### config.mk
export PLATFORM = sky130hd
export DESIGN_NAME = aging_address_table_cursor_core
export DESIGN_NICKNAME = d
export VERILOG_FILES = /design/src/hw/rtl/aatc_pkg.sv /design/src/hw/rtl/aatc_ram.sv /design/src/hw/rtl/aatc_scan.sv /design/src/hw/rtl/aging_address_table_cursor_core.sv
export SDC_FILE = /design/constraint.sdc
export NUM_CORES = 2
export LEC_CHECK = 0
export BUFFER_PORTS_ARGS = -buffer_cell sky130_fd_sc_hd__buf_2
export CAP_MARGIN = 30
export CORE_MARGIN = 2
export CORE_UTILIZATION = 35
export CTS_CLUSTER_SIZE = 20
export DETAILED_ROUTE_END_ITERATION = 10
export GPL_TIMING_DRIVEN = 1
export HOLD_SLACK_MARGIN = 0.02
export SYNTH_ARGS = -nofsm -noshare
export SYNTH_HDL_FRONTEND = slang
export SYNTH_SLANG_ARGS = --single-unit
### constraint.sdc
create_clock -name clk -period 14 [get_ports clk]
set_input_delay 1.4 -clock clk [delete_from_list [all_inputs] [get_ports clk]]
set_output_delay 1.4 -clock clk [all_outputs]
set_load 0.02 [all_outputs]
### src/hw/rtl/aatc_pkg.sv
package aatc_pkg;

    // Table geometry.
    localparam int TABLE_ENTRIES_DEF = 16;
    localparam int ENTRIES_MAX       = 64;
    localparam int FIRST_IDX_W       = 6;
    localparam int FIRST_W           = FIRST_IDX_W + 1;

    // Field widths.
    localparam int ADDR_W   = 48;
    localparam int TIME_W   = 32;
    localparam int EXPIRY_W = 24;
    localparam int ENTRY_W  = ADDR_W + TIME_W;

    localparam logic [EXPIRY_W-1:0] EXPIRY_RESET = 24'd10000;

    // Request kinds.
    localparam logic [2:0] KIND_REFRESH = 3'd0;
    localparam logic [2:0] KIND_SEEN    = 3'd1;
    localparam logic [2:0] KIND_UP      = 3'd2;
    localparam logic [2:0] KIND_DOWN    = 3'd3;
    localparam logic [2:0] KIND_SELECT  = 3'd4;
    localparam logic [2:0] KIND_OTHER   = 3'd5;

    // Name check codes.
    localparam logic [1:0] NAME_OK      = 2'd0;
    localparam logic [1:0] NAME_MISSING = 2'd1;

    // Result status codes.
    localparam logic [1:0] STATUS_OK          = 2'd0;
    localparam logic [1:0] STATUS_INVALID_ARG = 2'd1;
    localparam logic [1:0] STATUS_NAME_SIZE   = 2'd2;
    localparam logic [1:0] STATUS_UNUSED      = 2'd3;

    typedef struct packed {
        logic [2:0]        kind;
        logic [ADDR_W-1:0] device_address;
        logic [1:0]        name_check;
        logic [TIME_W-1:0] now_ms;
    } aatc_req_t;

    typedef struct packed {
        logic [1:0]        status;
        logic              cursor_valid;
        logic [3:0]        cursor_index;
        logic [4:0]        entry_count;
        logic              connect_request;
        logic [ADDR_W-1:0] connect_address;
    } aatc_rsp_t;

    // Verdict of the per-entry compare unit.
    typedef struct packed {
        logic expired;
        logic hit;
    } aatc_scan_t;

    typedef enum logic [2:0] {
        ST_IDLE,
        ST_SWEEP,
        ST_INSERT,
        ST_BUTTON,
        ST_WALK,
        ST_FETCH,
        ST_REPORT
    } aatc_state_t;

    // Lowest set bit: {found, index}. Index is zero when nothing is set.
    function automatic logic [FIRST_W-1:0] aatc_first(input logic [ENTRIES_MAX-1:0] vec);
        logic                   found;
        logic [FIRST_IDX_W-1:0] idx;
        found = 1'b0;
        idx   = '0;
        for (int i = ENTRIES_MAX - 1; i >= 0; i--)
        begin
            if (vec[i])
            begin
                found = 1'b1;
                idx   = FIRST_IDX_W'(i);
            end
        end
        return {found, idx};
    endfunction

endpackage

### src/hw/rtl/aatc_ram.sv
module aatc_ram #(
    parameter int WIDTH = 8,
    parameter int DEPTH = 16
) (
    input  logic                     clk,
    input  logic                     we,
    input  logic [$clog2(DEPTH)-1:0] waddr,
    input  logic [WIDTH-1:0]         wdata,
    input  logic [$clog2(DEPTH)-1:0] raddr,
    output logic [WIDTH-1:0]         rdata
);

    logic [WIDTH-1:0] mem [DEPTH];
    logic [WIDTH-1:0] rdata_reg;

    // Write port and registered read port.
    always_ff @(posedge clk)
    begin
        if (we)
        begin
            mem[waddr] <= wdata;
        end
        rdata_reg <= mem[raddr];
    end

    assign rdata = rdata_reg;

endmodule

### src/hw/rtl/aatc_scan.sv
module aatc_scan (
    input  logic                         entry_valid,
    input  logic [aatc_pkg::ENTRY_W-1:0] entry_data,
    input  logic [aatc_pkg::EXPIRY_W-1:0] expiry_ms,
    input  logic [aatc_pkg::TIME_W-1:0]  now_ms,
    input  logic [aatc_pkg::ADDR_W-1:0]  target_address,
    output aatc_pkg::aatc_scan_t         verdict
);
    import aatc_pkg::*;

    logic [ADDR_W-1:0] entry_address;
    logic [TIME_W-1:0] entry_seen;
    logic [TIME_W:0]   deadline;

    assign entry_address = entry_data[ENTRY_W-1 -: ADDR_W];
    assign entry_seen    = entry_data[TIME_W-1:0];

    // The deadline carries one extra bit so the sum cannot overflow.
    assign deadline = {1'b0, entry_seen} + (TIME_W + 1)'(expiry_ms);

    always_comb
    begin
        verdict.expired = entry_valid && (deadline < {1'b0, now_ms});
        verdict.hit     = entry_valid && !verdict.expired && (entry_address == target_address);
    end

endmodule

### src/hw/rtl/aging_address_table_cursor_core.sv
// Refresh and device-seen requests sweep every slot; device seen with an accepted name
// then inserts. Buttons snap the cursor; up and down then walk past invalid slots and
// select fetches the entry. Unused kinds go straight to the report.
// The sweep reads one entry per cycle from the entry memory. One request
// is in flight at a time; busy drops in the cycle done is shown, so requests can follow.
// Reset empties the table, unsets the cursor and loads an expiry of 10000 ms.
module aging_address_table_cursor_core #(
    parameter int TABLE_ENTRIES = aatc_pkg::TABLE_ENTRIES_DEF
) (
    input  logic                            clk,
    input  logic                            rst_n,
    input  logic                            start,
    input  aatc_pkg::aatc_req_t             request,
    output logic                            busy,
    output logic                            done,
    output aatc_pkg::aatc_rsp_t             result,
    input  logic                            cfg_we,
    input  logic [aatc_pkg::EXPIRY_W-1:0]   cfg_data
);
    import aatc_pkg::*;

    localparam int IDX_W = $clog2(TABLE_ENTRIES);
    localparam int CNT_W = $clog2(TABLE_ENTRIES + 1);
    localparam logic [IDX_W-1:0] LAST_IDX = IDX_W'(TABLE_ENTRIES - 1);
    localparam logic [CNT_W-1:0] FULL_CNT = CNT_W'(TABLE_ENTRIES);

    aatc_state_t               state_reg, state_next;
    logic [EXPIRY_W-1:0]       expiry_reg;
    aatc_req_t                 req_reg, req_next;
    logic [TABLE_ENTRIES-1:0]  valid_reg, valid_next;
    logic [CNT_W-1:0]          count_reg, count_next;
    logic                      cur_set_reg, cur_set_next;
    logic [IDX_W-1:0]          cur_pos_reg, cur_pos_next;
    logic [IDX_W-1:0]          walk_pos_reg, walk_pos_next;
    logic [CNT_W-1:0]          scan_cnt_reg, scan_cnt_next;
    logic                      pend_reg, pend_next;
    logic [IDX_W-1:0]          pend_idx_reg, pend_idx_next;
    logic                      hit_found_reg, hit_found_next;
    logic [IDX_W-1:0]          hit_idx_reg, hit_idx_next;
    logic                      done_reg, done_next;
    aatc_rsp_t                 rsp_reg, rsp_next;

    logic                      accept;
    logic                      ram_we;
    logic [IDX_W-1:0]          ram_waddr;
    logic [ENTRY_W-1:0]        ram_wdata;
    logic [IDX_W-1:0]          ram_raddr;
    logic [ENTRY_W-1:0]        ram_rdata;
    aatc_scan_t                scan;
    logic                      sweep_drop;
    logic [TABLE_ENTRIES-1:0]  drop_mask;
    logic [FIRST_W-1:0]        first_valid;
    logic [FIRST_W-1:0]        first_free;
    logic [IDX_W-1:0]          first_valid_idx;
    logic [IDX_W-1:0]          first_free_idx;
    logic [IDX_W-1:0]          pos_inc;
    logic [IDX_W-1:0]          pos_dec;
    logic [IDX_W-1:0]          step_pos;
    logic                      walk_end;
    logic                      sweep_last;
    logic [1:0]                status_code;

    assign busy   = (state_reg != ST_IDLE);
    assign accept = start && !busy;
    assign done   = done_reg;
    assign result = rsp_reg;

    // Entry memory: address and last-seen time per slot.
    aatc_ram #(
        .WIDTH(ENTRY_W),
        .DEPTH(TABLE_ENTRIES)
    ) u_entry_ram (
        .clk  (clk),
        .we   (ram_we),
        .waddr(ram_waddr),
        .wdata(ram_wdata),
        .raddr(ram_raddr),
        .rdata(ram_rdata)
    );

    // Age and address compare for the entry that the sweep has just read.
    aatc_scan u_scan (
        .entry_valid   (valid_reg[pend_idx_reg]),
        .entry_data    (ram_rdata),
        .expiry_ms     (expiry_reg),
        .now_ms        (req_reg.now_ms),
        .target_address(req_reg.device_address),
        .verdict       (scan)
    );

    // Slot cleared by the sweep in this cycle, if any.
    assign sweep_drop = (state_reg == ST_SWEEP) && pend_reg && scan.expired;
    assign drop_mask  = sweep_drop ? (TABLE_ENTRIES'(1) << pend_idx_reg) : '0;

    // First valid slot (after a drop in this cycle) and first free slot.
    assign first_valid     = aatc_first(ENTRIES_MAX'(valid_reg & ~drop_mask));
    assign first_free      = aatc_first(ENTRIES_MAX'(~valid_reg));
    assign first_valid_idx = first_valid[IDX_W-1:0];
    assign first_free_idx  = first_free[IDX_W-1:0];

    // Cyclic neighbors of the walk position.
    assign pos_inc  = (walk_pos_reg == LAST_IDX) ? '0 : walk_pos_reg + 1'b1;
    assign pos_dec  = (walk_pos_reg == '0) ? LAST_IDX : walk_pos_reg - 1'b1;
    assign step_pos = (req_reg.kind == KIND_UP) ? pos_dec : pos_inc;
    assign walk_end = !cur_set_reg || (count_reg == '0) || valid_reg[step_pos];

    assign sweep_last = pend_reg && (pend_idx_reg == LAST_IDX);

    // Status of the finished request.
    always_comb
    begin
        status_code = STATUS_OK;
        if (req_reg.kind == KIND_SEEN)
        begin
            case (req_reg.name_check)
                NAME_OK:      status_code = STATUS_OK;
                NAME_MISSING: status_code = STATUS_INVALID_ARG;
                default:      status_code = STATUS_NAME_SIZE;
            endcase
        end
    end

    // Next state.
    always_comb
    begin
        state_next = state_reg;
        unique case (state_reg)
            ST_IDLE:
            begin
                if (accept)
                begin
                    case (request.kind) inside
                        KIND_REFRESH, KIND_SEEN:                     state_next = ST_SWEEP;
                        KIND_UP, KIND_DOWN, KIND_SELECT, KIND_OTHER: state_next = ST_BUTTON;
                        default:                                     state_next = ST_REPORT;
                    endcase
                end
            end
            ST_SWEEP:
            begin
                if (sweep_last)
                begin
                    if ((req_reg.kind == KIND_SEEN) && (req_reg.name_check == NAME_OK))
                    begin
                        state_next = ST_INSERT;
                    end
                    else
                    begin
                        state_next = ST_REPORT;
                    end
                end
            end
            ST_INSERT:
            begin
                state_next = ST_REPORT;
            end
            ST_BUTTON:
            begin
                case (req_reg.kind) inside
                    KIND_UP, KIND_DOWN: state_next = ST_WALK;
                    KIND_SELECT:        state_next = ST_FETCH;
                    default:            state_next = ST_REPORT;
                endcase
            end
            ST_WALK:
            begin
                if (walk_end)
                begin
                    state_next = ST_REPORT;
                end
            end
            ST_FETCH:
            begin
                state_next = ST_REPORT;
            end
            ST_REPORT:
            begin
                state_next = ST_IDLE;
            end
            default:
            begin
                state_next = ST_IDLE;
            end
        endcase
    end

    // Datapath and memory control for each state.
    always_comb
    begin
        req_next       = req_reg;
        valid_next     = valid_reg;
        count_next     = count_reg;
        cur_set_next   = cur_set_reg;
        cur_pos_next   = cur_pos_reg;
        walk_pos_next  = walk_pos_reg;
        scan_cnt_next  = scan_cnt_reg;
        pend_next      = 1'b0;
        pend_idx_next  = pend_idx_reg;
        hit_found_next = hit_found_reg;
        hit_idx_next   = hit_idx_reg;
        done_next      = 1'b0;
        rsp_next       = rsp_reg;
        ram_we         = 1'b0;
        ram_waddr      = hit_found_reg ? hit_idx_reg : first_free_idx;
        ram_wdata      = {req_reg.device_address, req_reg.now_ms};
        ram_raddr      = scan_cnt_reg[IDX_W-1:0];

        unique case (state_reg)
            ST_IDLE:
            begin
                if (accept)
                begin
                    req_next       = request;
                    scan_cnt_next  = '0;
                    hit_found_next = 1'b0;
                end
            end
            ST_SWEEP:
            begin
                // Issue the next read while judging the entry read last cycle.
                if (scan_cnt_reg < FULL_CNT)
                begin
                    pend_next     = 1'b1;
                    pend_idx_next = scan_cnt_reg[IDX_W-1:0];
                    scan_cnt_next = scan_cnt_reg + 1'b1;
                end
                if (pend_reg)
                begin
                    if (scan.expired)
                    begin
                        valid_next = valid_reg & ~drop_mask;
                        if (count_reg != '0)
                        begin
                            count_next = count_reg - 1'b1;
                        end
                        if (cur_set_reg && (cur_pos_reg == pend_idx_reg))
                        begin
                            cur_set_next = first_valid[FIRST_W-1];
                            cur_pos_next = first_valid_idx;
                        end
                    end
                    else if (scan.hit && !hit_found_reg)
                    begin
                        hit_found_next = 1'b1;
                        hit_idx_next   = pend_idx_reg;
                    end
                end
            end
            ST_INSERT:
            begin
                // Refresh a known address, or fill the first free slot if the table has room.
                if (hit_found_reg)
                begin
                    ram_we = 1'b1;
                end
                else if (count_reg < FULL_CNT)
                begin
                    ram_we     = 1'b1;
                    valid_next = valid_reg | (TABLE_ENTRIES'(1) << first_free_idx);
                    count_next = count_reg + 1'b1;
                    if (!cur_set_reg)
                    begin
                        cur_set_next = 1'b1;
                        cur_pos_next = first_free_idx;
                    end
                end
            end
            ST_BUTTON:
            begin
                // Snap an unset or stale cursor to the first valid slot.
                if (!cur_set_reg || !valid_reg[cur_pos_reg])
                begin
                    cur_set_next  = first_valid[FIRST_W-1];
                    cur_pos_next  = first_valid_idx;
                    walk_pos_next = first_valid_idx;
                end
                else
                begin
                    walk_pos_next = cur_pos_reg;
                end
            end
            ST_WALK:
            begin
                // One slot per cycle in the chosen direction.
                if (!cur_set_reg || (count_reg == '0))
                begin
                    cur_set_next = 1'b0;
                    cur_pos_next = '0;
                end
                else if (valid_reg[step_pos])
                begin
                    cur_pos_next = step_pos;
                end
                else
                begin
                    walk_pos_next = step_pos;
                end
            end
            ST_FETCH:
            begin
                ram_raddr = cur_pos_reg;
            end
            ST_REPORT:
            begin
                done_next                = 1'b1;
                rsp_next.status          = status_code;
                rsp_next.cursor_valid    = cur_set_reg;
                rsp_next.cursor_index    = cur_set_reg ? 4'(cur_pos_reg) : 4'd0;
                rsp_next.entry_count     = 5'(count_reg);
                rsp_next.connect_request = (req_reg.kind == KIND_SELECT) && cur_set_reg;
                rsp_next.connect_address = rsp_next.connect_request ?
                                           ram_rdata[ENTRY_W-1 -: ADDR_W] : '0;
            end
            default:
            begin
                done_next = 1'b0;
            end
        endcase
    end

    // Control state.
    always_ff @(posedge clk or negedge rst_n)
    begin
        if (!rst_n)
        begin
            state_reg     <= ST_IDLE;
            expiry_reg    <= EXPIRY_RESET;
            valid_reg     <= '0;
            count_reg     <= '0;
            cur_set_reg   <= 1'b0;
            cur_pos_reg   <= '0;
            scan_cnt_reg  <= '0;
            pend_reg      <= 1'b0;
            hit_found_reg <= 1'b0;
            done_reg      <= 1'b0;
        end
        else
        begin
            state_reg     <= state_next;
            valid_reg     <= valid_next;
            count_reg     <= count_next;
            cur_set_reg   <= cur_set_next;
            cur_pos_reg   <= cur_pos_next;
            scan_cnt_reg  <= scan_cnt_next;
            pend_reg      <= pend_next;
            hit_found_reg <= hit_found_next;
            done_reg      <= done_next;
            if (cfg_we)
            begin
                expiry_reg <= cfg_data;
            end
        end
    end

    // Payload registers.
    always_ff @(posedge clk)
    begin
        req_reg      <= req_next;
        walk_pos_reg <= walk_pos_next;
        pend_idx_reg <= pend_idx_next;
        hit_idx_reg  <= hit_idx_next;
        rsp_reg      <= rsp_next;
    end

endmodule

# After elaboration in Yosys (flattened, before gate mapping)
# Memory sizes are Yosys's and may differ from the RTL's. A register that Yosys moved wholly into a read port is not among the register bits.
# Index checks and enable logic that the tools add are counted.
[classes]
add_sub_neg = 6
n_lt_le_gt_ge = 6
n_eq_ne = 38
shift = 2
muxes = 262
bitwise = 7
n_reduce_logical = 45
[ops]
columns = ["operator", "n"]
rows = [
  ["4-bit two-way mux", 144],
  ["16-bit NOT with 64-bit output", 2],
  ["1-bit two-way mux", 86],
  ["16-bit two-way mux", 5],
  ["16-bit by 64-bit AND with 64-bit output", 1],
  ["48-bit == test", 1],
  ["5-bit two-way mux", 7],
  ["32-bit by 24-bit adder with 33-bit output", 1],
  ["33-bit by 32-bit < comparator with 1-bit output", 1],
  ["16-bit one-hot mux with 2 select lines", 1],
  ["1-bit by 4-bit left shift with 16-bit output (first input constant)", 2],
  ["2-bit != test (second input constant)", 13],
  ["5-bit one-hot mux with 2 select lines", 2],
  ["3-bit by 2-bit == test with 1-bit output (second input constant)", 6],
  ["3-bit == test (second input constant)", 6],
  ["3-bit two-way mux", 6],
  ["16-bit AND", 1],
  ["16-bit NOT", 1],
  ["16-bit bitwise OR", 1],
  ["4-bit one-hot mux with 4 select lines", 1],
  ["8-bit AND reduction", 2],
  ["4-bit by 5-bit < comparator with 1-bit output (second input constant)", 3],
  ["3-bit one-hot mux with 5 select lines", 1],
  ["1-bit binary-select mux with 4-bit select", 3],
  ["35 further kinds", 69],
]
[totals]
regBits = 219
ramBits = 1280
out_inout_bits = 63
memories = 1
[memory_table]
columns = ["name", "words", "word_bits", "read_ports", "rd_ports_with_merged_regs", "write_ports", "line_no", "rtl"]
rows = [
  ["u_entry_ram.mem", 16, 80, 1, 1, 1, "aatc_ram.sv:13", "logic [WIDTH-1:0] mem [DEPTH];"],
]

# Longest topological paths before layout
[logic_depth]
word_depth = 75
depth_mapped = 27
depth_no_buf = 26

# Hierarchy
# Synthesis repeated with hierarchy kept, for this count alone.
[hier_totals]
hier_cells = 3192
hier_area_um2 = 61954.4
[modules_own_cells]
columns = ["module", "instances", "cells_per_inst", "area_each_um2", "seq_area_each_um2"]
rows = [
  ["aatc_ram", 1, 2054, 49422.4, 40038.4],
  ["aging_address_table_cursor_core", 1, 748, 9750.6, 6277.3],
  ["aatc_scan", 1, 390, 2781.4, 0.0],
]

# Least setup slack after synthesis
# OpenSTA, ideal clock, no wires.
[synth_path]
path_kind = "register to register"
from = "register state_reg[1]"
to = "register done_reg, in the netlist done"
setup_ns = 0.586
arrival_ns = 5.289
required_time_ns = 13.414
slack_ns = 8.124
stages_incl_launch_ff = 4
path_buffers = 2
synth_period_minus_slack_ns = 5.876
cell_sequence = "dfrtp_1 > clkbuf_1 > clkbuf_1 > nor3b_1"
[synth_between]
elab_chain_len = 2
[synth_rtl]
columns = ["element", "line_no", "rtl"]
rows = [
  ["start, declared", "aging_address_table_cursor_core.sv:27", "aatc_state_t state_reg, state_next;"],
  ["start signal, assigned", "aging_address_table_cursor_core.sv:339", "state_reg <= state_next;"],
  ["3-bit == test", "aging_address_table_cursor_core.sv:208", "unique case (state_reg)"],
  ["1-bit two-way mux", "aging_address_table_cursor_core.sv:208", ""],
  ["net done_next", "aging_address_table_cursor_core.sv:40", "logic done_reg, done_next;"],
  ["end signal, assigned", "aging_address_table_cursor_core.sv:347", "done_reg <= done_next;"],
  ["end, declared", "aging_address_table_cursor_core.sv:40", ""],
]
# The timed path passes the listed nets, and every way through them passes these cells.
# A chain may end at the register's enable or synchronous reset.

# Worst setup path in the final report
[layout_path]
from = "register expiry_reg[0]"
to = "register walk_pos_reg[0], data pin"
[layout_between]
elab_chain_len = 25
[layout_rtl]
columns = ["element", "line_no", "rtl"]
rows = [
  ["start, declared", "aging_address_table_cursor_core.sv:28", "logic [EXPIRY_W-1:0] expiry_reg;"],
  ["start signal, assigned", "aging_address_table_cursor_core.sv:350", "expiry_reg <= cfg_data;"],
  ["32-bit by 24-bit adder with 33-bit output *", "aatc_scan.sv:19", "assign deadline = {1'b0, entry_seen} + (TIME_W + 1)'(expiry_ms);"],
  ["33-bit by 32-bit < comparator with 1-bit output *", "aatc_scan.sv:23", "verdict.expired = entry_valid && (deadline < {1'b0, now_ms});"],
  ["1-bit logical AND *", "aatc_scan.sv:23", ""],
  ["1-bit logical AND *", "aging_address_table_cursor_core.sv:92", "assign sweep_drop = (state_reg == ST_SWEEP) && pend_reg && scan.expired;"],
  ["16-bit two-way mux *", "aging_address_table_cursor_core.sv:93", "assign drop_mask = sweep_drop ? (TABLE_ENTRIES'(1) << pend_idx_reg) : '0;"],
  ["16-bit NOT with 64-bit output *", "aging_address_table_cursor_core.sv:96", "assign first_valid = aatc_first(ENTRIES_MAX'(valid_reg & ~drop_mask));"],
  ["16-bit by 64-bit AND with 64-bit output *", "aging_address_table_cursor_core.sv:96", ""],
  ["4-bit two-way mux (15 in series)", "aatc_pkg.sv:75", "if (vec[i])"],
  ["4-bit two-way mux *", "aatc_pkg.sv:75", ""],
  ["4-bit two-way mux *", "n/a", ""],
  ["4-bit one-hot mux with 2 select lines *", "aging_address_table_cursor_core.sv:208", ""],
  ["net walk_pos_next[0]", "aging_address_table_cursor_core.sv:34", "logic [IDX_W-1:0] walk_pos_reg, walk_pos_next;"],
  ["end signal, assigned", "aging_address_table_cursor_core.sv:359", "walk_pos_reg <= walk_pos_next;"],
  ["end, declared", "aging_address_table_cursor_core.sv:34", ""],
]
# The timed path passes the listed nets; every way through them passes the cells marked *.

==> impl_summary.txt <==
----------------------------------------------------
[Run status]
  Status ... complete, no violations

[Synth]
  Yosys reg bits ... 1579
  Library cells used by synthesis ... 93
  Synth Area per Inst ... 18.7 µm²
  Number of enable flip-flop cells after synthesis ... 1438
  Post-Synthesis Cell Area ... 62500 µm²
  Synth Net Count ... 3522
  Mapped Cells ... 3344
  Prevailing post-synth register cell ... sky130_fd_sc_hd__edfxtp_1
  Post-synthesis async set-or-reset flop share ... 0.0386
  Warnings, synthesis ... 0
  Sequential cell area fraction in the yosys report ... 0.741

[STA]
  Worst slew margin ... 0.273
  Worst slack on hold paths ... 0.512 ns
  Total negative slack for setup checks ... 0 ns
  Minimum period implied by the final worst setup slack ... 6.48 ns
  Final Max Slew Viols ... 0
  Worst Max-Slew Pin Slew ... 1.09 ns
  RSZ-0062 raised after global routing ... no
  Fmax ... 0.154 GHz
  Clk_skew ... 0.0540 ns
  Final hold violation count ... 0
  Ratio of final minimum period to clock period ... 0.463
  Final setup vio count ... 0

[Global routing]
  Total routing usage reported by global routing ... 0.177
  Vias in the first global route ... 33000
  Wire length of the first global-routing pass ... 233000 µm
  Maximum number of pins on one net before global-route repair ... 161
  Initial antenna violation count ... 23
  Global route total overflow ... 0

[Clock tree]
  Clock tree from TritonCTS ... built
  Number of H-tree levels ... 4
  # resized after CTS ... 0
  Clk Tree Root Cell ... sky130_fd_sc_hd__clkbuf_16
  Maximum number of buffers from clock root to sink ... 3
  Clock Pin Slew Worst Setup and Hold Paths ... 0.06 ns
  Cts bufs inserted ... 165
  Setup bufs post-CTS ... 0
  Clk sink count ... 1579
  Clock insertion delay at the later pin of the skew report ... 0.80 ns
  Hold bufs inserted after CTS ... 0

[Floorplanning]
  Floorplan die height ... 427 µm
  Number of top-level pins ... 176
  DIE WIDTH ... 427 µm
  CORE AREA ... 178000 µm²
  Initial core utilization ... 0.351
  Standard-cell rows ... 155
  Overall die area ... 182000 µm²

[Power]
  Leakage component of the power ... 24.0 nW
  Power consumption ... 0.0139 W
  Worst ir drop on vdd ... 174 µV
  P per Cell Area ... 194 nW/µm²

[Finish]
  Layout cells sized above 1 ... 0.240
  Cell area after layout ... 71800 µm²
  Util after Layout ... 0.404
  Net count of the finished layout ... 3758
  Fill cell instance count of the final layout ... 15800
  Synth-to-Final Area Change ... 15.0%
  Number of flip-flops in the largest register ... 1280

[Worst setup path]
  Capture point of the worst reg-to-reg path ... walk_pos_reg[0]
  Critical Path End ... walk_pos_reg[0]
  Worst Reg2Reg Path Length in Cells ... 26
  Largest stage delay on the critical path ... 0.57 ns
  Reg-to-reg setup timing slack ... 7.52 ns
  Arr. time, crit path ... 6.94 ns
  Startpoint of the worst-slack reg-to-reg timing path ... expiry_reg[0]
  Endpoint kind of the worst setup timing path ... flop
  Master of the slowest instance on the critical path ... sky130_fd_sc_hd__nand4b_1
  Largest fanout on the critical path ... 13
  Worst setup startpoint ... expiry_reg[0]
  Worst Path Required ... 14.46 ns
  Setup CP Type ... flop to flop
  Critical Path Source Type ... flop

[Drt]
  Wire length per cell ... 26.6 µm
  Post-route DRC ... 0
  Antenna Nets Post-Route ... 0
  Total Wirelength ... 162000 µm
  Routed via count ... 32200
  Iteration-0 DRC count of the detailed router ... 3028
  Detailed-route vias per instance ... 5.29
  Detailed-router iteration count before antenna repair ... 5

[Place]
  RePlAce Congestion ... 0.853
  Detailed placer's ending HPWL ... 88900 µm
  Area of placed instances ... 66400 µm²
  Count of buffers inserted at the top-level ports ... 175

[Run]
  Total of max-cap violations ... 0

[Hold path]
  Worst min-delay path category ... flop to flop

----------------------------------------------------
where the power goes:
part	switching [W]	internal (W)
combinational	0.00196	0.00148
clock	0.00187	0.00244
sequential	0.000389	0.00577
total	0.00421	0.00969
cells by family after synthesis:
family          Yosys count  share of synthesized area
flops                  1579                      0.741
simple gates            608                     0.0488
compound gates          400                     0.0437
mux                     367                      0.126
buf+inv                 246                     0.0163
xor+xnor                 79                     0.0111
fa+ha+maj                65                     0.0133
synthesized netlist by cell type (5+ instances only):
library cell | count | area [µm²]
sky130_fd_sc_hd__edfxtp_1 | 1438 | 43200
sky130_fd_sc_hd__mux4_2 | 329 | 7410
sky130_fd_sc_hd__nand2_1 | 217 | 815
sky130_fd_sc_hd__clkbuf_1 | 111 | 417
sky130_fd_sc_hd__and2_1 | 92 | 576
sky130_fd_sc_hd__nor2_1 | 91 | 342
sky130_fd_sc_hd__a31oi_1 | 90 | 563
sky130_fd_sc_hd__a211oi_1 | 85 | 638
sky130_fd_sc_hd__dfxtp_1 | 80 | 1600
sky130_fd_sc_hd__inv_1 | 77 | 289
sky130_fd_sc_hd__ha_1 | 63 | 788
sky130_fd_sc_hd__and3_1 | 62 | 388
sky130_fd_sc_hd__a21oi_1 | 60 | 300
sky130_fd_sc_hd__dfrtp_1 | 56 | 1400
sky130_fd_sc_hd__xnor2_1 | 51 | 447
sky130_fd_sc_hd__buf_2 | 42 | 210
sky130_fd_sc_hd__o21ai_0 | 42 | 210
sky130_fd_sc_hd__nand4_1 | 30 | 188
sky130_fd_sc_hd__xor2_1 | 28 | 245
sky130_fd_sc_hd__mux2_2 | 26 | 293
sky130_fd_sc_hd__a21o_1 | 25 | 188
sky130_fd_sc_hd__nor3_1 | 22 | 110
sky130_fd_sc_hd__nand3_1 | 21 | 105
sky130_fd_sc_hd__nor4_1 | 18 | 113
sky130_fd_sc_hd__nor2b_1 | 13 | 81.3
sky130_fd_sc_hd__o21a_1 | 12 | 90.1
sky130_fd_sc_hd__nand2b_1 | 11 | 68.8
sky130_fd_sc_hd__o21bai_1 | 11 | 82.6
sky130_fd_sc_hd__buf_1 | 10 | 37.5
sky130_fd_sc_hd__mux2i_1 | 9 | 90.1
sky130_fd_sc_hd__o31ai_1 | 7 | 52.6
sky130_fd_sc_hd__o41ai_1 | 7 | 61.3
sky130_fd_sc_hd__or2_2 | 7 | 43.8
sky130_fd_sc_hd__buf_6 | 5 | 56.3
sky130_fd_sc_hd__dfstp_2 | 5 | 131
routing by layer:
metal	wire length, µm	track usage	part of all wire	vias up
met5	35	0	0.00022	-
met4	5880	0.0660	0.036	6
met3	8820	0.0294	0.054	264
met2	79500	0.292	0.49	1034
met1	67700	0.235	0.42	16900
li1	-	-	-	14000
placed cells by master (no fill, tap or decap), drive strengths merged, types with 80 or more instances in the layout:
cell    count
a211oi     86
a31oi      90
and2       92
buf       238
clkbuf    218
dfxtp      80
edfxtp   1438
inv        85
mux4      331
nand2     219
nor2       92
final cells by class:
class | count | area, µm² | area share
timing repair buffer | 238 | 1560 | 0.0217
sequential | 1579 | 46300 | 0.645
antenna | 5 | 12.5 | 0.000174
inverter | 77 | 294 | 0.00409
clock buffer | 218 | 4460 | 0.0621
multi-input combinational | 1519 | 15300 | 0.214
tap | 2355 | 2950 | 0.0410
clock inverter | 91 | 908 | 0.0126
per-stage QoR:
step,setup slack [ns],instances
floorplan,8.12,3344
global placement,7.57,5762
detailed placement,7.59,5767
CTS,7.56,6076
global route,6.96,6079
finish,7.52,6082
worst min path at each step:
stage                    startpoint              to  cells past startpoint
global placement        cur_set_reg      result[58]                      0
CTS                     cur_set_reg      result[58]                      0
finish                  cur_set_reg      result[58]                      0
global route            cur_set_reg      result[58]                      0
floorplan           pend_idx_reg[0]  hit_idx_reg[0]                      0
detailed placement      cur_set_reg      result[58]                      0
critical path, delay by kind of cell, from the launching register on:
kind	cells	cell delay [ns]
AO/OA/AOI/OAI	15	3.06
AND/OR/NAND/NOR	6	1.72
adder cells (fa/ha/maj)	3	0.82
flip-flops	1	0.35
XOR/XNOR	1	0.16
buffers and inverters	1	0.06
Note: power is estimated with default switching activity, not from simulation.
